## config.mk

```make
export PLATFORM = sky130hd
export DESIGN_NAME = hsl_to_rgb565
export DESIGN_NICKNAME = d
export VERILOG_FILES = /design/src/sv/hsl_pkg.sv /design/src/sv/hsl_front.sv /design/src/sv/hsl_mix.sv /design/src/sv/hsl_quant.sv /design/src/sv/hsl_to_rgb565.sv
export SDC_FILE = /design/constraint.sdc
export NUM_CORES = 1
export LEC_CHECK = 0
export ABC_AREA = 1
export BUFFER_PORTS_ARGS = -buffer_cell sky130_fd_sc_hd__buf_2
export CORE_MARGIN = 2
export CORE_UTILIZATION = 55
export CTS_BUF_LIST = sky130_fd_sc_hd__clkbuf_4 sky130_fd_sc_hd__clkbuf_8
export CTS_CLUSTER_DIAMETER = 30
export DETAILED_ROUTE_END_ITERATION = 10
export PLACE_DENSITY = 0.77
export SYNTH_ARGS = -nofsm -noshare
export SYNTH_HDL_FRONTEND = slang
export SYNTH_SLANG_ARGS = --single-unit
```

## constraint.sdc

```tcl
create_clock -name clk -period 10.68 [get_ports clk]
set_input_delay 0 -clock clk [delete_from_list [all_inputs] [get_ports clk]]
set_output_delay 0 -clock clk [all_outputs]
set_load 0.02 [all_outputs]
```

## src/sv/hsl_pkg.sv

```systemverilog
package hsl_pkg;

  localparam int unsigned FULL_SCALE = 256;
  localparam int unsigned SECTOR_DEG = 60;
  localparam int unsigned HUE_LIMIT  = 360;
  localparam int unsigned MAX5       = 31;
  localparam int unsigned MAX6       = 63;
  // floor(u / 15) as (u * RECIP15) >> 16, exact for u up to 960
  localparam int unsigned RECIP15    = 4370;

  // hue sectors, 60 degrees each
  localparam logic [2:0] SEC_RY = 3'd0;
  localparam logic [2:0] SEC_YG = 3'd1;
  localparam logic [2:0] SEC_GC = 3'd2;
  localparam logic [2:0] SEC_CB = 3'd3;
  localparam logic [2:0] SEC_BM = 3'd4;
  localparam logic [2:0] SEC_MR = 3'd5;

  typedef struct packed {
    logic [8:0] hue_deg;
    logic [8:0] saturation;
    logic [8:0] lightness;
  } hsl_in_t;

  typedef struct packed {
    logic [4:0]  red5;
    logic [5:0]  green6;
    logic [4:0]  blue5;
    logic [15:0] packed_color;
    logic        hue_error;
  } hsl_out_t;

  // after decode: lightness factor, clamped inputs, x weight, sector
  typedef struct packed {
    logic [8:0] a;
    logic [8:0] s;
    logic [8:0] l;
    logic [5:0] k;
    logic [2:0] sector;
    logic       err;
  } hsl_dec_t;

  // chroma scaled by 65536
  typedef struct packed {
    logic [16:0] c;
    logic [8:0]  l;
    logic [5:0]  k;
    logic [2:0]  sector;
    logic        err;
  } hsl_chr_t;

  // channel values over denominator 65536*60, top bits only
  typedef struct packed {
    logic [9:0] u_r;
    logic [9:0] u_g;
    logic [9:0] u_b;
    logic       err;
  } hsl_chan_t;

endpackage

```

## src/sv/hsl_front.sv

```systemverilog
module hsl_front import hsl_pkg::*; (
  input  logic     clk,
  input  logic     rst_n,
  input  logic     up_valid,
  output logic     up_ready,
  input  hsl_in_t  up_data,
  output logic     dn_valid,
  input  logic     dn_ready,
  output hsl_chr_t dn_data
);

  logic     v1_r, v2_r;
  logic     en1, en2;
  hsl_dec_t d1_r, d1_nxt;
  hsl_chr_t d2_r, d2_nxt;

  logic [9:0]  l2;
  logic [9:0]  l_gap;
  logic [8:0]  base;
  logic [8:0]  r_full;
  logic [5:0]  r;
  logic [17:0] prod;

  assign en2      = !v2_r || dn_ready;
  assign en1      = !v1_r || en2;
  assign up_ready = en1;

  always_comb begin
    d1_nxt.s = (up_data.saturation > 9'(FULL_SCALE)) ? 9'(FULL_SCALE) : up_data.saturation;
    d1_nxt.l = (up_data.lightness > 9'(FULL_SCALE)) ? 9'(FULL_SCALE) : up_data.lightness;
    l2    = {d1_nxt.l, 1'b0};
    l_gap = (l2 >= 10'(FULL_SCALE)) ? (l2 - 10'(FULL_SCALE)) : (10'(FULL_SCALE) - l2);
    d1_nxt.a   = 9'(10'(FULL_SCALE) - l_gap);
    d1_nxt.err = (up_data.hue_deg >= 9'(HUE_LIMIT));
    if (up_data.hue_deg < 9'(SECTOR_DEG)) begin
      d1_nxt.sector = SEC_RY;
    end else if (up_data.hue_deg < 9'(2 * SECTOR_DEG)) begin
      d1_nxt.sector = SEC_YG;
    end else if (up_data.hue_deg < 9'(3 * SECTOR_DEG)) begin
      d1_nxt.sector = SEC_GC;
    end else if (up_data.hue_deg < 9'(4 * SECTOR_DEG)) begin
      d1_nxt.sector = SEC_CB;
    end else if (up_data.hue_deg < 9'(5 * SECTOR_DEG)) begin
      d1_nxt.sector = SEC_BM;
    end else begin
      d1_nxt.sector = SEC_MR;
    end
    case (d1_nxt.sector)
      SEC_RY:  base = 9'd0;
      SEC_YG:  base = 9'(SECTOR_DEG);
      SEC_GC:  base = 9'(2 * SECTOR_DEG);
      SEC_CB:  base = 9'(3 * SECTOR_DEG);
      SEC_BM:  base = 9'(4 * SECTOR_DEG);
      default: base = 9'(5 * SECTOR_DEG);
    endcase
    // offset inside the sector; garbage for bad hue, masked at the end
    r_full = up_data.hue_deg - base;
    r      = r_full[5:0];
    // x rises in even sectors and falls in odd ones
    d1_nxt.k = d1_nxt.sector[0] ? (6'(SECTOR_DEG) - r) : r;
  end

  always_comb begin
    prod          = 18'(d1_r.a) * 18'(d1_r.s);
    d2_nxt.c      = prod[16:0];
    d2_nxt.l      = d1_r.l;
    d2_nxt.k      = d1_r.k;
    d2_nxt.sector = d1_r.sector;
    d2_nxt.err    = d1_r.err;
  end

  always_ff @(posedge clk) begin
    if (!rst_n) begin
      v1_r <= 1'b0;
      v2_r <= 1'b0;
    end else begin
      if (en1) v1_r <= up_valid;
      if (en2) v2_r <= v1_r;
    end
  end

  always_ff @(posedge clk) begin
    if (en1) d1_r <= d1_nxt;
    if (en2) d2_r <= d2_nxt;
  end

  assign dn_valid = v2_r;
  assign dn_data  = d2_r;

endmodule

```

## src/sv/hsl_mix.sv

```systemverilog
module hsl_mix import hsl_pkg::*; (
  input  logic      clk,
  input  logic      rst_n,
  input  logic      up_valid,
  output logic      up_ready,
  input  hsl_chr_t  up_data,
  output logic      dn_valid,
  input  logic      dn_ready,
  output hsl_chan_t dn_data
);

  logic        v3_r, v4_r;
  logic        en3, en4;
  logic [21:0] cd_r, xd_r, md_r, cd_nxt, xd_nxt, md_nxt;
  logic [2:0]  sec_r;
  logic        err_r;
  hsl_chan_t   d4_r, d4_nxt;

  logic [22:0] cd_w, xd_w;
  logic [21:0] lm, ch;
  logic [21:0] sel_red, sel_grn, sel_blu;
  logic [21:0] vr, vg, vb;

  assign en4      = !v4_r || dn_ready;
  assign en3      = !v3_r || en4;
  assign up_ready = en3;

  // all terms over denominator 65536*60
  always_comb begin
    cd_w   = 23'(up_data.c) * 23'(SECTOR_DEG);
    xd_w   = 23'(up_data.c) * 23'(up_data.k);
    cd_nxt = cd_w[21:0];
    xd_nxt = xd_w[21:0];
    lm     = 22'(up_data.l) * 22'(FULL_SCALE * SECTOR_DEG);
    ch     = 22'(up_data.c) * 22'(SECTOR_DEG / 2);
    md_nxt = lm - ch;
  end

  always_comb begin
    case (sec_r)
      SEC_RY: begin
        sel_red = cd_r; sel_grn = xd_r; sel_blu = '0;
      end
      SEC_YG: begin
        sel_red = xd_r; sel_grn = cd_r; sel_blu = '0;
      end
      SEC_GC: begin
        sel_red = '0; sel_grn = cd_r; sel_blu = xd_r;
      end
      SEC_CB: begin
        sel_red = '0; sel_grn = xd_r; sel_blu = cd_r;
      end
      SEC_BM: begin
        sel_red = xd_r; sel_grn = '0; sel_blu = cd_r;
      end
      default: begin
        sel_red = cd_r; sel_grn = '0; sel_blu = xd_r;
      end
    endcase
    vr = sel_red + md_r;
    vg = sel_grn + md_r;
    vb = sel_blu + md_r;
    // drop 12 bits: leaves a divide by 15 for the 6-bit code
    d4_nxt.u_r = vr[21:12];
    d4_nxt.u_g = vg[21:12];
    d4_nxt.u_b = vb[21:12];
    d4_nxt.err = err_r;
  end

  always_ff @(posedge clk) begin
    if (!rst_n) begin
      v3_r <= 1'b0;
      v4_r <= 1'b0;
    end else begin
      if (en3) v3_r <= up_valid;
      if (en4) v4_r <= v3_r;
    end
  end

  always_ff @(posedge clk) begin
    if (en3) begin
      cd_r  <= cd_nxt;
      xd_r  <= xd_nxt;
      md_r  <= md_nxt;
      sec_r <= up_data.sector;
      err_r <= up_data.err;
    end
    if (en4) d4_r <= d4_nxt;
  end

  assign dn_valid = v4_r;
  assign dn_data  = d4_r;

endmodule

```

## src/sv/hsl_quant.sv

```systemverilog
module hsl_quant import hsl_pkg::*; (
  input  logic      clk,
  input  logic      rst_n,
  input  logic      up_valid,
  output logic      up_ready,
  input  hsl_chan_t up_data,
  output logic      dn_valid,
  input  logic      dn_ready,
  output hsl_out_t  dn_data
);

  logic       v5_r;
  logic       en5;
  hsl_out_t   d5_r, d5_nxt;

  logic [22:0] pr, pg, pb;
  logic [6:0]  qr, qg, qb;
  logic [5:0]  hr, hb;
  logic [4:0]  r5, b5;
  logic [5:0]  g6;

  assign en5      = !v5_r || dn_ready;
  assign up_ready = en5;

  always_comb begin
    pr = 23'(up_data.u_r) * 23'(RECIP15);
    pg = 23'(up_data.u_g) * 23'(RECIP15);
    pb = 23'(up_data.u_b) * 23'(RECIP15);
    qr = pr[22:16];
    qg = pg[22:16];
    qb = pb[22:16];
    // 5-bit code is the 6-bit quotient halved
    hr = qr[6:1];
    hb = qb[6:1];
    r5 = (hr > 6'(MAX5)) ? 5'(MAX5) : hr[4:0];
    b5 = (hb > 6'(MAX5)) ? 5'(MAX5) : hb[4:0];
    g6 = (qg > 7'(MAX6)) ? 6'(MAX6) : qg[5:0];
    if (up_data.err) begin
      d5_nxt.red5         = '0;
      d5_nxt.green6       = '0;
      d5_nxt.blue5        = '0;
      d5_nxt.packed_color = '0;
      d5_nxt.hue_error    = 1'b1;
    end else begin
      d5_nxt.red5         = r5;
      d5_nxt.green6       = g6;
      d5_nxt.blue5        = b5;
      d5_nxt.packed_color = {r5, g6, b5};
      d5_nxt.hue_error    = 1'b0;
    end
  end

  always_ff @(posedge clk) begin
    if (!rst_n) begin
      v5_r <= 1'b0;
    end else if (en5) begin
      v5_r <= up_valid;
    end
  end

  always_ff @(posedge clk) begin
    if (en5) d5_r <= d5_nxt;
  end

  assign dn_valid = v5_r;
  assign dn_data  = d5_r;

endmodule

```

## src/sv/hsl_to_rgb565.sv

```systemverilog
// channel | direction | beat                  | handshake
// in_     | input     | hue, saturation, light | in_valid / in_stall
// out_    | output    | rgb565 and hue error   | out_valid / out_stall
//
// five register stages: decode, chroma multiply, c/x/m terms,
// channel sums, divide by 15 and pack; one beat in and one out per cycle
// while the output does not stall
// rst_n clears the stage valid bits only
// an output stall holds each full stage whose successors are all full;
// empty stages keep filling, so in_stall rises only when all five are full
module hsl_to_rgb565 import hsl_pkg::*; (
  input  logic     clk,
  input  logic     rst_n,
  input  logic     in_valid,
  output logic     in_stall,
  input  hsl_in_t  in_data,
  output logic     out_valid,
  input  logic     out_stall,
  output hsl_out_t out_data
);

  logic      fr_ready, fr_valid;
  hsl_chr_t  fr_data;
  logic      mx_ready, mx_valid;
  hsl_chan_t mx_data;
  logic      qt_ready;

  hsl_front u_front (
    .clk      (clk),
    .rst_n    (rst_n),
    .up_valid (in_valid),
    .up_ready (fr_ready),
    .up_data  (in_data),
    .dn_valid (fr_valid),
    .dn_ready (mx_ready),
    .dn_data  (fr_data)
  );

  hsl_mix u_mix (
    .clk      (clk),
    .rst_n    (rst_n),
    .up_valid (fr_valid),
    .up_ready (mx_ready),
    .up_data  (fr_data),
    .dn_valid (mx_valid),
    .dn_ready (qt_ready),
    .dn_data  (mx_data)
  );

  hsl_quant u_quant (
    .clk      (clk),
    .rst_n    (rst_n),
    .up_valid (mx_valid),
    .up_ready (qt_ready),
    .up_data  (mx_data),
    .dn_valid (out_valid),
    .dn_ready (!out_stall),
    .dn_data  (out_data)
  );

  assign in_stall = !fr_ready;

  // input only backs up when the output beat is waiting
  a_stall_needs_full: assert property (@(posedge clk) disable iff (!rst_n)
    in_stall |-> (out_valid && out_stall))
    else $error("input stalled while output side is free");

  a_reset_empty: assert property (@(posedge clk)
    !rst_n |=> !out_valid)
    else $error("output valid right after reset");

  a_pack_match: assert property (@(posedge clk) disable iff (!rst_n)
    out_valid |-> (out_data.packed_color ==
                   {out_data.red5, out_data.green6, out_data.blue5}))
    else $error("packed word differs from channel codes");

  a_error_black: assert property (@(posedge clk) disable iff (!rst_n)
    (out_valid && out_data.hue_error) |-> (out_data.packed_color == 16'd0))
    else $error("bad hue gave a nonzero color");

endmodule

```

Yosys cells after proc, flatten, opt, wreduce, memory -nomap -nowiden
Cells that the tools add are included.

storage, ports and cells
  register bits = 210
  output and inout port bits = 35
  word-level logic and storage cells = 103

cells by class
  $add $sub $neg = 9
  $mul = 8
  order comparisons = 12
  equality and inequality tests = 8
  muxes and demuxes = 16
  reduce and logical (&&, ||, !) cells = 20

operator list
  operator                                                            number
  one-hot mux 22 bit (2 select lines)                                 3
  adder 22 bit                                                        3
  multiplier 10 x 12 -> 22 bit, second input constant                 3
  one-hot mux 6 bit (5 select lines)                                  1
  multiplier 17 x 6 -> 22 bit                                         1
  subtractor 22 bit                                                   1
  multiplier 17 x 4 -> 21 bit, second input constant                  1
  multiplier 17 x 4 -> 20 bit, second input constant                  1
  > comparator 9 bit, second input constant                           2
  less-than comparator 9 x 8 -> 1 bit, second input constant          2
  two-way mux 9 bit                                                   2
  subtractor 9 bit, first input constant                              2
  multiplier 9 x 9 -> 17 bit                                          1
  equality test 3 x 2 -> 1 bit, second input constant                 4
  > comparator 6 x 5 -> 1 bit, second input constant                  2
  multiplier 9 x 4 -> 12 bit, second input constant                   1
  two-way mux 3 bit                                                   4
  two-way mux 6 bit                                                   2
  OR reduction 2 bit                                                  6
  greater-or-equal comparator 10 x 9 -> 1 bit, second input constant  1
  two-way mux 5 bit                                                   2
  greater-or-equal comparator 9 bit, second input constant            1
  less-than comparator 9 x 6 -> 1 bit, second input constant          1
  less-than comparator 9 x 7 -> 1 bit, second input constant          1
  other kinds (11)                                                    25

Logic depth before layout (Yosys ltp)
Gate-level depths: netlist of run 1.

  depth in word-level cells = 11
  gate-level depth with buffers = 27
  mapped depth without buffers = 27

Hierarchy
A second synthesis of run 1 with hierarchy kept.

second synthesis, totals
  cells, all modules = 2940
  area, all modules = 23292.3 µm²

modules (own cells, without submodules)
  module         instances  cells each  area each (µm²)  seq. area each (µm²)
  hsl_mix        1          1714        13155.1          2922.8
  hsl_front      1          573         5449.0           2142.1
  hsl_quant      1          651         4680.7           530.5
  hsl_to_rgb565  1          2           7.5              0.0

Least setup slack after synthesis of run 1
Ideal clock, no wire load.

  path type = reg-to-reg
  start point = register u_quant.v5_r (netlist: u_quant.dn_valid)
  end point = register u_front.d1_r[0] (netlist name), enable pin
  library setup time = 0.390 ns
  data arrival time = 4.876 ns
  required time = 10.290 ns
  path slack = 5.414 ns
  cell stages (with the launch flop) = 10
  period minus slack after synthesis = 5.266 ns
  path through = dfxtp_1 -> nand2_1 -> nor2_1 -> inv_1 -> nor2_1 -> inv_1 -> nor2_1 -> inv_1 -> nor2_1 -> inv_1

between the ends
  longest elaborated chain between the ends = 6

ends and longest elaborated chain
  item                    line                 text
  start, declared         hsl_quant.sv:12      logic v5_r;
  start signal, assigned  hsl_quant.sv:57      v5_r <= up_valid;
  zero test 1 bit         hsl_quant.sv:22      assign en5 = !v5_r || dn_ready;
  logical OR 1 bit        hsl_quant.sv:22
  named net qt_ready      hsl_to_rgb565.sv:26  logic qt_ready;
  logical OR 1 bit        hsl_mix.sv:24        assign en4 = !v4_r || dn_ready;
  named net u_mix.en4     hsl_mix.sv:13        logic en3, en4;
  logical OR 1 bit        hsl_mix.sv:25        assign en3 = !v3_r || en4;
  named net mx_ready      hsl_to_rgb565.sv:24  logic mx_ready, mx_valid;
  logical OR 1 bit        hsl_front.sv:24      assign en2 = !v2_r || dn_ready;
  named net u_front.en2   hsl_front.sv:13      logic en1, en2;
  logical OR 1 bit        hsl_front.sv:25      assign en1 = !v1_r || en2;
  end signal, assigned    hsl_front.sv:83      if (en1) d1_r <= d1_nxt;
  end, declared           hsl_front.sv:14      hsl_dec_t d1_r, d1_nxt;

The timed path passes the listed nets, and every way through them passes these cells.
A chain may end at the register's enable or synchronous reset.

Worst setup path in the final report of run 1
  start point = register u_front.d2_r (netlist bit u_front.dn_data[20])
  end point = register u_mix.md_r[19], data pin

between the ends
  longest elaborated chain between the ends = 2

ends and longest elaborated chain
  item                         line             text
  start, declared              hsl_front.sv:15  hsl_chr_t d2_r, d2_nxt;
  start signal, assigned       hsl_front.sv:84  if (en2) d2_r <= d2_nxt;
  multiplier 17 x 4 -> 21 bit  hsl_mix.sv:35    ch = 22'(up_data.c) * 22'(SECTOR_DEG / 2);
  subtractor 22 bit            hsl_mix.sv:36    md_nxt = lm - ch;
  named net u_mix.md_nxt[19]   hsl_mix.sv:14    logic [21:0] cd_r, xd_r, md_r, cd_nxt, xd_nxt, md_nxt;
  end signal, assigned         hsl_mix.sv:84    md_r <= md_nxt;
  end, declared                hsl_mix.sv:14

The timed path passes the listed nets, and every way through them passes these cells.

==> results of run 1 <==
==> cell usage after synthesis, types with 14 or more instances <==
cell      count  area [sq um]
nor2_1      158         593.1
edfxtp_1    180          5405
nand4_1      32         200.2
a31oi_1      16         100.1
nor3_1       27         135.1
a21oi_1     147         735.7
nand3_1      98         490.5
buf_4        16         120.1
o21ai_0      76         380.4
nand2_1     583          2188
ha_1        299          3741
inv_1       566          2125
o21bai_1     21         157.7
fa_1        164          3283
clkbuf_1     38         142.6
a21o_1       14         105.1
xor2_1       74         648.1
xnor2_1      31         271.5
o22ai_1      58         362.9
==> layout make-up <==
| class | count | area (sq um) |
|---|---|---|
| Fill cell | 3446 | 16140 |
| Timing Repair Buffer | 95 | 615.6 |
| Clock buffer | 17 | 234.0 |
| Sequential cell | 185 | 5505 |
| Multi-Input combinational cell | 1897 | 14220 |
| Antenna cell | 1 | 2.502 |
| Clock inverter | 15 | 200.2 |
| Inverter | 572 | 2150 |
| Tap cell | 525 | 656.9 |
==> worst register-to-register path, stage by stage, from the launching register on <==
cell and delay [ns]:
edfxtp_1 0.58, fa_1 0.58, fa_1 0.53, inv_1 0.07
fa_1 0.46, nand3b_1 0.22, nand2_1 0.11, nand2_1 0.06
nand2_1 0.11, nand3_1 0.09, nand2_1 0.14, nand3_1 0.09
nand2_1 0.08, xor2_1 0.19, inv_1 0.07, ha_1 0.38
a21oi_1 0.24, o21ai_0 0.16, a221oi_1 0.35, nand2_1 0.09
nand2_1 0.06, nand2_1 0.05
==> flip-flops by register name, indices dropped and copies added, names as in the netlist <==
register / cells
u_mix.sec_r: 3
u_front.dn_data: 35
u_mix.xd_r: 20
u_quant.dn_valid: 1
u_mix.v3_r: 1
u_mix.md_r: 19
u_front.v1_r: 1
u_mix.cd_r: 19
u_quant.dn_data: 17
u_front.dn_valid: 1
u_mix.dn_valid: 1
u_front.d1_r: 35
u_mix.err_r: 1
u_mix.dn_data: 31
==> kinds of logic (layout without fill, tap and decap cells) <==
group           count (synthesis)  in the layout
flops                         185            185
fa+ha+maj                     463            463
xor+xnor                      110            110
simple gates                  946            946
buf+inv                       629            699
other cells                     0              1
compound gates                378            378
==> routing by layer <==
| layer | GRT usage | up-vias | wire length, um |
|---|---|---|---|
| met5 | 0 | - | 0 |
| met4 | 0.1162 | 0 | 2316 |
| met3 | 0.03404 | 125 | 1891 |
| met2 | 0.4868 | 436 | 26950 |
| met1 | 0.2941 | 8339 | 20690 |
| li1 | - | 8857 | - |
==> stage by stage <==
| stage | instances | setup WS (ns) | instance area (sq um) | hold WS [ns] | utilization |
|---|---|---|---|---|---|
| finish | 3307 | 5.757 | 23590 | 0.07669 | 0.5937 |
| global route | 3306 | 5.291 | 23590 | 0.1157 | 0.5936 |
| CTS | 3306 | 5.772 | 23590 | 0.04598 | 0.5936 |
| detailed placement | 3248 | 5.796 | 22890 | 0.2023 | 0.5761 |
| global placement | 3248 | 5.948 | 22890 | 0.1963 | 0.5761 |
| floorplan | 2711 | 5.414 | 22160 | 0.09887 | - |
==> layout by cell type, fill, tap and decap left out, types with 5 or more instances in the layout <==
master	count
nor4_1	7
nand2_2	10
clkinv_8	6
fa_1	164
o211ai_1	5
o21bai_1	21
a21boi_0	8
nand3_1	98
inv_1	565
ha_1	299
xor2_1	74
o21a_1	12
buf_2	65
a211oi_1	7
edfxtp_1	180
dfxtp_1	5
a21oi_1	147
inv_2	6
nor3_1	27
clkbuf_8	17
o21ai_0	76
nand2_1	583
nor2_1	158
nand4_1	32
a21o_1	14
xnor2_1	31
o22ai_1	58
dlygate4sd3_1	26
nand3b_1	10
a31oi_1	16
==> worst paths after layout <==
path | start | to | slack [ns] | cells past startpoint
max | u_front.dn_data[20]$_DFFE_PP_ | u_mix.md_r[19]$_DFFE_PP_ | 5.76 | 21
min | in_data[23] | u_front.d1_r[9]$_DFFE_PN_ | 0.08 | 6
max reg2reg | u_front.dn_data[20]$_DFFE_PP_ | u_mix.md_r[19]$_DFFE_PP_ | 5.76 | 21
min reg2reg | u_front.d1_r[13]$_DFFE_PN_ | u_front.dn_data[13]$_DFFE_PP_ | 0.42 | 0
==> repair_timing <==
item	in CTS	in global routing
endpoints found under the setup margin	0	0
hold buffers	26	0
endpoints found under the hold margin	29	0
==> metrics, run 1 <==
Worst-path clk slew 0.12 ns; area delta synth->final 6.466%; hpwl dp 43450 um; DIE WIDTH 204.7 um; simple-gate share of the synthesized area 0.1806; placer's final routability congestion estimate 1.020; Root Driver clkbuf_8; top_reg_cell synth edfxtp_1; worst-path maximum fanout 11; worst-skew pair later-pin latency 0.53 ns; vias post-DR 17.76k; Critical-path top delay cell edfxtp_1; Post-synth EDFFs 180; Synthesis Warnings 0; Mapped Area 22150 sq um; clock period minus worst slack 4.923 ns; vias in the first global route 18.38k; Fmax 203.1 MHz; XOR/XNOR Fraction of Synth Area 0.04518; endpoints failing setup 0; Worst Clk Skew 0.01739 ns; critical path, cell by cell fa_1, fa_1, inv_1, fa_1, nand3b_1, nand2_1, nand2_1, nand2_1, nand3_1, nand2_1, nand3_1, nand2_1, xor2_1, inv_1, ha_1, a21oi_1, o21ai_0, a221oi_1, nand2_1, nand2_1, nand2_1; post-route ant nets 0; number of I/O port buffers 65; Clock Tree Buf Depth 2; Seq cells post-synth 185; crit share post-route 0.4609; Gate Count Post-Synth 2711; multiplexer share of the synthesized area 0; global-route wire length before repair 87340 um; largest net degree at the start of global routing 65; clock sink count 185; grt ovf 0; gr usage total 0.2606; post-route setup TNS 0 ns; Syn Area/Cell 8.172 sq um; initial antenna violation count 0; hold crit path type primary input to flip-flop; adder-cell share of the synthesized area 0.3170; layout cells sized above 1 0.05142; Worst EP required 10.98 ns; I/O Pins 66; syn nets 3205; CP Capture Type flip-flop; Synth Area in Compound Gates 0.09923; CP most frequent cell nand2_1; Final Slew Violations 0; # H-tree levels 4; main combinational cell family by area after synthesis adder cells; CP Launch Type flip-flop; Chip Height 204.7 um; vias per cell 5.370; TritonCTS Buffers 17; CTS tree built; wire length per cell 15.68 um; Detailed Routing Iterations Pass 1 7; drt first-iter violations 1074; DRC viols 0; actual slew at the worst max-slew pin 0.8960 ns; crit path buf inv count 2; Yosys cell types 52; area of the core 39730 sq um; number of post-CTS setup repair buffers 0; NumNets Final 3262; CP Data Arrival Time 5.22 ns; kind of critical path flip-flop to flip-flop; crit-path max cell delay 0.58 ns; Top delay family on crit path adder cells; die area 41900 sq um; Final Hold Vio Count 0; max_cap viols 0; Slew headroom 0.4012; post-cts sizing count 0; RSZ-0062 raised after global routing no; num rows 73; async set-reset flop share out of synthesis 0; Starting Density 0.5576; status complete, no violations; sequential share of the synthesized area 0.2485; DRT Wirelength 51850 um
Power of run 1 is not shown: default switching activity piles up to over one toggle a cycle in this logic, so the estimate is an artifact.
==> run 2, diff against run 1 <==
Settings changed: PLACE_DENSITY 0.77 to 0.8.
Clock period 10.68 ns to 4.05 ns, I/O delays scaled along.
==> metrics, run 2 (synthesis gave the netlist of run 1 again) <==
I/O Pins 66; Fmax 230.8 MHz; reg2reg start u_front.dn_data[21]$_DFFE_PP_; CP Data Arrival Time 4.61 ns; max_cap viols 0; Slew headroom 0.4666; RSZ-0062 raised after global routing yes; post-route ant nets 0; r2r endpoint u_mix.md_r[20]$_DFFE_PP_; number of I/O port buffers 65; placer's final routability congestion estimate 1.013; Worst EP required 4.33 ns; largest net degree at the start of global routing 64; post-route setup TNS -1.950 ns; CTS tree built; die area 41900 sq um; vias post-DR 19.34k; kind of critical path flip-flop to flip-flop; worst-skew pair later-pin latency 0.52 ns; area delta synth->final 18.78%; Clock Tree Buf Depth 2; Worst Hold Path EP u_front.d1_r[0]$_DFFE_PN_; most common cell after layout, fill and taps aside nand2_1; num rows 73; gr usage total 0.2713; wire length per cell 16.58 um; vias per cell 5.501; DP Area 24180 sq um; # H-tree levels 4; CP Launch Type flip-flop; worst-path maximum fanout 5; endpoints failing setup 12; Min Hold Slack 0.03307 ns; most frequent cells in the layout 547 x nand2_1, 541 x inv_1, 267 x ha_1; DRC viols 0; violated checks setup timing; initial antenna violation count 0; Final Slew Violations 0; actual slew at the worst max-slew pin 0.8002 ns; Setup WS pre-CTS -0.2175 ns; crit share post-route 1.070; CP Capture Type flip-flop; design area 26320 sq um; grt ovf 0; area of the core 39730 sq um; final worst setup slack -0.2827 ns; Detailed Routing Iterations Pass 1 5; clock period minus worst slack 4.333 ns; Starting Density 0.5576; vias in the first global route 19.47k; Worst Clk Skew 0.01953 ns; DIE WIDTH 204.7 um; global-route wire length before repair 91110 um; drt first-iter violations 1115; TritonCTS Buffers 17; Hold Crit Depth 5; NumNets Final 3471; diode count 0; hold_sp in_data[24]; flop2flop setup slack -0.28 ns; hpwl dp 45010 um; Final Hold Vio Count 0; Root Driver clkbuf_8; Worst-path clk slew 0.10 ns; hold crit path type primary input to flip-flop; status finished with violations; Chip Height 204.7 um; R2R depth 22; clock sink count 185; DRT Wirelength 58270 um; layout cells sized above 1 0.1783
-- run 2: metal layers --
metal	track usage	part of all wire	vias up
li1	-	-	9283
met1	0.2961	0.38	9196
met2	0.5112	0.52	622
met3	0.03818	0.041	234
met4	0.1328	0.057	0
met5	0	0	-
-- run 2: cell type report --
cell class	count	area, sq um
timing repair buffer	304	2287
clock buffer	17	234.0
inverter	572	2175
multi-input combinational	1897	15340
clock inverter	15	117.6
fill	3010	13420
sequential	185	5509
tap	525	656.9
-- run 2: how the worst max path moves through the flow --
| stage | startpoint | endpoint | slack (ns) |
|---|---|---|---|
| 3_5_place_dp | u_front.dn_data[21]$_DFFE_PP_ | u_mix.md_r[21]$_DFFE_PP_ | -0.22 |
| 6_report | u_front.dn_data[21]$_DFFE_PP_ | u_mix.md_r[20]$_DFFE_PP_ | -0.28 |
| 2_1_floorplan | u_quant.dn_valid$_SDFFE_PN0P_ | u_front.d1_r[0]$_DFFE_PN_ | -0.28 |
| 3_3_place_gp | u_front.dn_data[24]$_DFFE_PP_ | u_mix.md_r[17]$_DFFE_PP_ | -0.15 |
| 4_1_cts | u_front.dn_data[21]$_DFFE_PP_ | u_mix.md_r[21]$_DFFE_PP_ | -0.12 |
| 5_1_grt | u_front.dn_data[21]$_DFFE_PP_ | u_mix.md_r[20]$_DFFE_PP_ | -0.47 |
-- run 2: worst max-delay path: stages, from the launching register on --
cell and delay [ns]:
edfxtp_1 0.47, fa_2 0.54, fa_2 0.61, inv_2 0.04, fa_2 0.35, nand3b_1 0.23, nand2_2 0.11, nand2_2 0.06
nand2_4 0.09, nand3_4 0.07, nand2_4 0.10, nand3_2 0.07, nand2_2 0.09, xor2_2 0.19, inv_2 0.07, ha_4 0.28
buf_12 0.14, nand2_8 0.06, o21ai_4 0.06, a221oi_2 0.26, nand2_1 0.08, nand2_1 0.07, nand2_1 0.05
-- run 2: repair_timing --
item / 4_1_cts / 5_1_grt
hold buffers: 26 / 0
pin swaps: 28 / 109
setup endpoints to repair: 17 / 31
setup buffers: 28 / 35
resized for setup: 58 / 166
hold endpoints to repair: 46 / 0
-- run 2: per-stage QoR --
step / instances / utilization
floorplan: 2711 / -
detailed placement: 3401 / 0.6086
finish: 3515 / 0.6624
global placement: 3401 / 0.6086
CTS: 3487 / 0.6372
global route: 3515 / 0.6624
Power of run 2 is left out for the same reason.
==> run 3, diff against run 2 <==
Settings changed: PLACE_DENSITY 0.8 to 0.79, SYNTH_HIERARCHICAL set to 1.
Clock period 4.05 ns to 3.5 ns, I/O delays scaled along.
==> metrics, run 3 <==
Worst-path clk slew 0.12 ns; wire length per cell 18.11 um; Final Core Density 0.6951; Worst EP required 3.90 ns; layout cells sized above 1 0.2412; violated checks setup timing; synth cell count leaders 705 x nand2_1, 597 x inv_1, 304 x ha_1, 183 x edfxtp_1, 182 x nor2_1; post-route ant nets 0; die area 44010 sq um; clock period minus worst slack 4.434 ns; CP Launch Type flip-flop; num rows 75; actual slew at the worst max-slew pin 1.068 ns; CP Data Arrival Time 4.83 ns; Detailed Routing Iterations Pass 1 5; Post-synth EDFFs 183; worst-path maximum fanout 6; Slew headroom 0.2879; grt ovf 0; worst-skew pair later-pin latency 0.59 ns; Setup WS pre-CTS -0.7757 ns; Critical-path top delay cell fa_1; NumNets Final 3814; gr usage total 0.2977; post-synth top area cell edfxtp_1; Clock Tree Buf Depth 2; Final Hold Vio Count 0; diode count 0; synth top area cells edfxtp_1 24%, ha_1 16%, fa_1 15%; Fmax 225.5 MHz; Mapped Area 23290 sq um; TritonCTS Buffers 17; Syn Area/Cell 7.923 sq um; most common cell in the netlist nand2_1; R2R depth 13; crit path buf inv count 2; Worst Clk Skew 0.02849 ns; number of I/O port buffers 65; Min Hold Slack 0.1649 ns; CP most frequent cell fa_1; Final Slew Violations 0; Worst path depth 13; Chip Height 209.8 um; Starting Density 0.5565; most frequent cells in the layout 634 x nand2_1, 535 x inv_1, 270 x buf_4; flop2flop setup slack -0.93 ns; CP Capture Type flip-flop; sequential share of the synthesized area 0.2402; vias post-DR 21.59k; kind of critical path flip-flop to flip-flop; global-route wire length before repair 103600 um; DRT Wirelength 69920 um; top_reg_cell synth edfxtp_1; critical path, cell by cell buf_4, nand2_1, fa_1, inv_1, fa_1, fa_1, ha_1, ha_1, a21oi_4, nor2_1, a211oi_1, o21ai_2, xor2_1; most common cell after layout, fill and taps aside nand2_1; drt first-iter violations 1659; area delta synth->final 24.89%; initial antenna violation count 0; endpoints failing setup 35; hpwl dp 50130 um; CTS tree built; RSZ-0062 raised after global routing yes; Root Driver clkbuf_8; Synthesis Warnings 6; hold crit path type primary input to flip-flop; syn nets 3445; clock sink count 188; max_cap viols 0; placer's final routability congestion estimate 0.9844; Yosys cell types 63; area of the core 41850 sq um; Hold Crit Depth 2; Gate Count Post-Synth 2940; DIE WIDTH 209.8 um; largest net degree at the start of global routing 67; status finished with violations; vias per cell 5.592; Top delay family on crit path adder cells; final worst setup slack -0.9341 ns; Seq cells post-synth 188; async set-reset flop share out of synthesis 0; I/O Pins 66; crit share post-route 1.267; # H-tree levels 4; vias in the first global route 21.45k; crit-path max cell delay 0.58 ns; DRC viols 0; Synth top area share 0.2359
==> run 3: cell count changes after synthesis, sizes merged, moves of 7 or more <==
cell / delta
nand2: +132
nor2: +36
inv: +35
nand3: +30
o21bai: -12
xor2: -11
o21ai: +9
buf: +7
==> run 3: kinds of logic (layout without fill, tap and decap cells) <==
family,after synthesis,after routing,share of synthesized area
AO/OA/AOI/OAI,372,372,0.09255
flip-flops,188,188,0.2402
AND/OR/NAND/NOR,1140,1140,0.2077
other,1,1,0.0001610
buffers and inverters,669,1050,0.1112
adder cells (fa/ha/maj),474,474,0.3094
XOR/XNOR,96,96,0.03878
==> run 3: cell type report <==
cell class	count	area, sq um
clock buffer	18	241.5
clock inverter	13	177.7
fill	3046	12760
inverter	607	2283
multi-input combinational	2083	16850
sequential	188	5595
tap	539	674.4
timing repair buffer	412	3272
==> run 3: worst paths after layout <==
check	startpoint	endpoint
worst max-delay path	u_front/d1_r[35]$_DFFE_PP_	u_front/dn_data[35]$_DFFE_PP_
worst min-delay path	in_data[18]	u_front/d1_r[4]$_DFFE_PP_
worst max register to register	u_front/d1_r[35]$_DFFE_PP_	u_front/dn_data[35]$_DFFE_PP_
worst min register to register	u_front/d1_r[14]$_DFFE_PP_	u_front/dn_data[14]$_DFFE_PP_
==> run 3: what timing repair did <==
action                                  4_1_cts  5_1_grt
hold endpoints to repair                     48        0
resized for setup                           150      184
hold buffers                                 35        0
pin swaps                                   129      143
cloned                                        0        1
endpoints found under the setup margin       35       52
setup buffers                                36       43
==> run 3: per-layer routing <==
metal	up-vias	global-route usage	share of wire
li1	10160	-	-
met1	10030	0.3260	0.36
met2	1007	0.5497	0.50
met3	386	0.03890	0.053
met4	0	0.1775	0.082
met5	-	0	0
==> run 3: worst register-to-register path, cell delays in order, from the launching register on <==
cell and delay (ns):
edfxtp_1 0.55, buf_4 0.20, nand2_1 0.13, fa_1 0.58
inv_1 0.08, fa_1 0.53, fa_1 0.54, ha_1 0.32
ha_1 0.38, a21oi_4 0.24, nor2_1 0.07, a211oi_1 0.22
o21ai_2 0.13, xor2_1 0.28
==> run 3: stage by stage <==
step | TNS, ns | cell area [sq um] | std cells
floorplan | -4.012 | 23910 | 2940
global placement | -11.53 | 26360 | 3729
detailed placement | -13.58 | 26360 | 3729
CTS | -9.079 | 28040 | 3827
global route | -18.27 | 29090 | 3860
finish | -14.00 | 29090 | 3860
Power of run 3 is left out for the same reason.
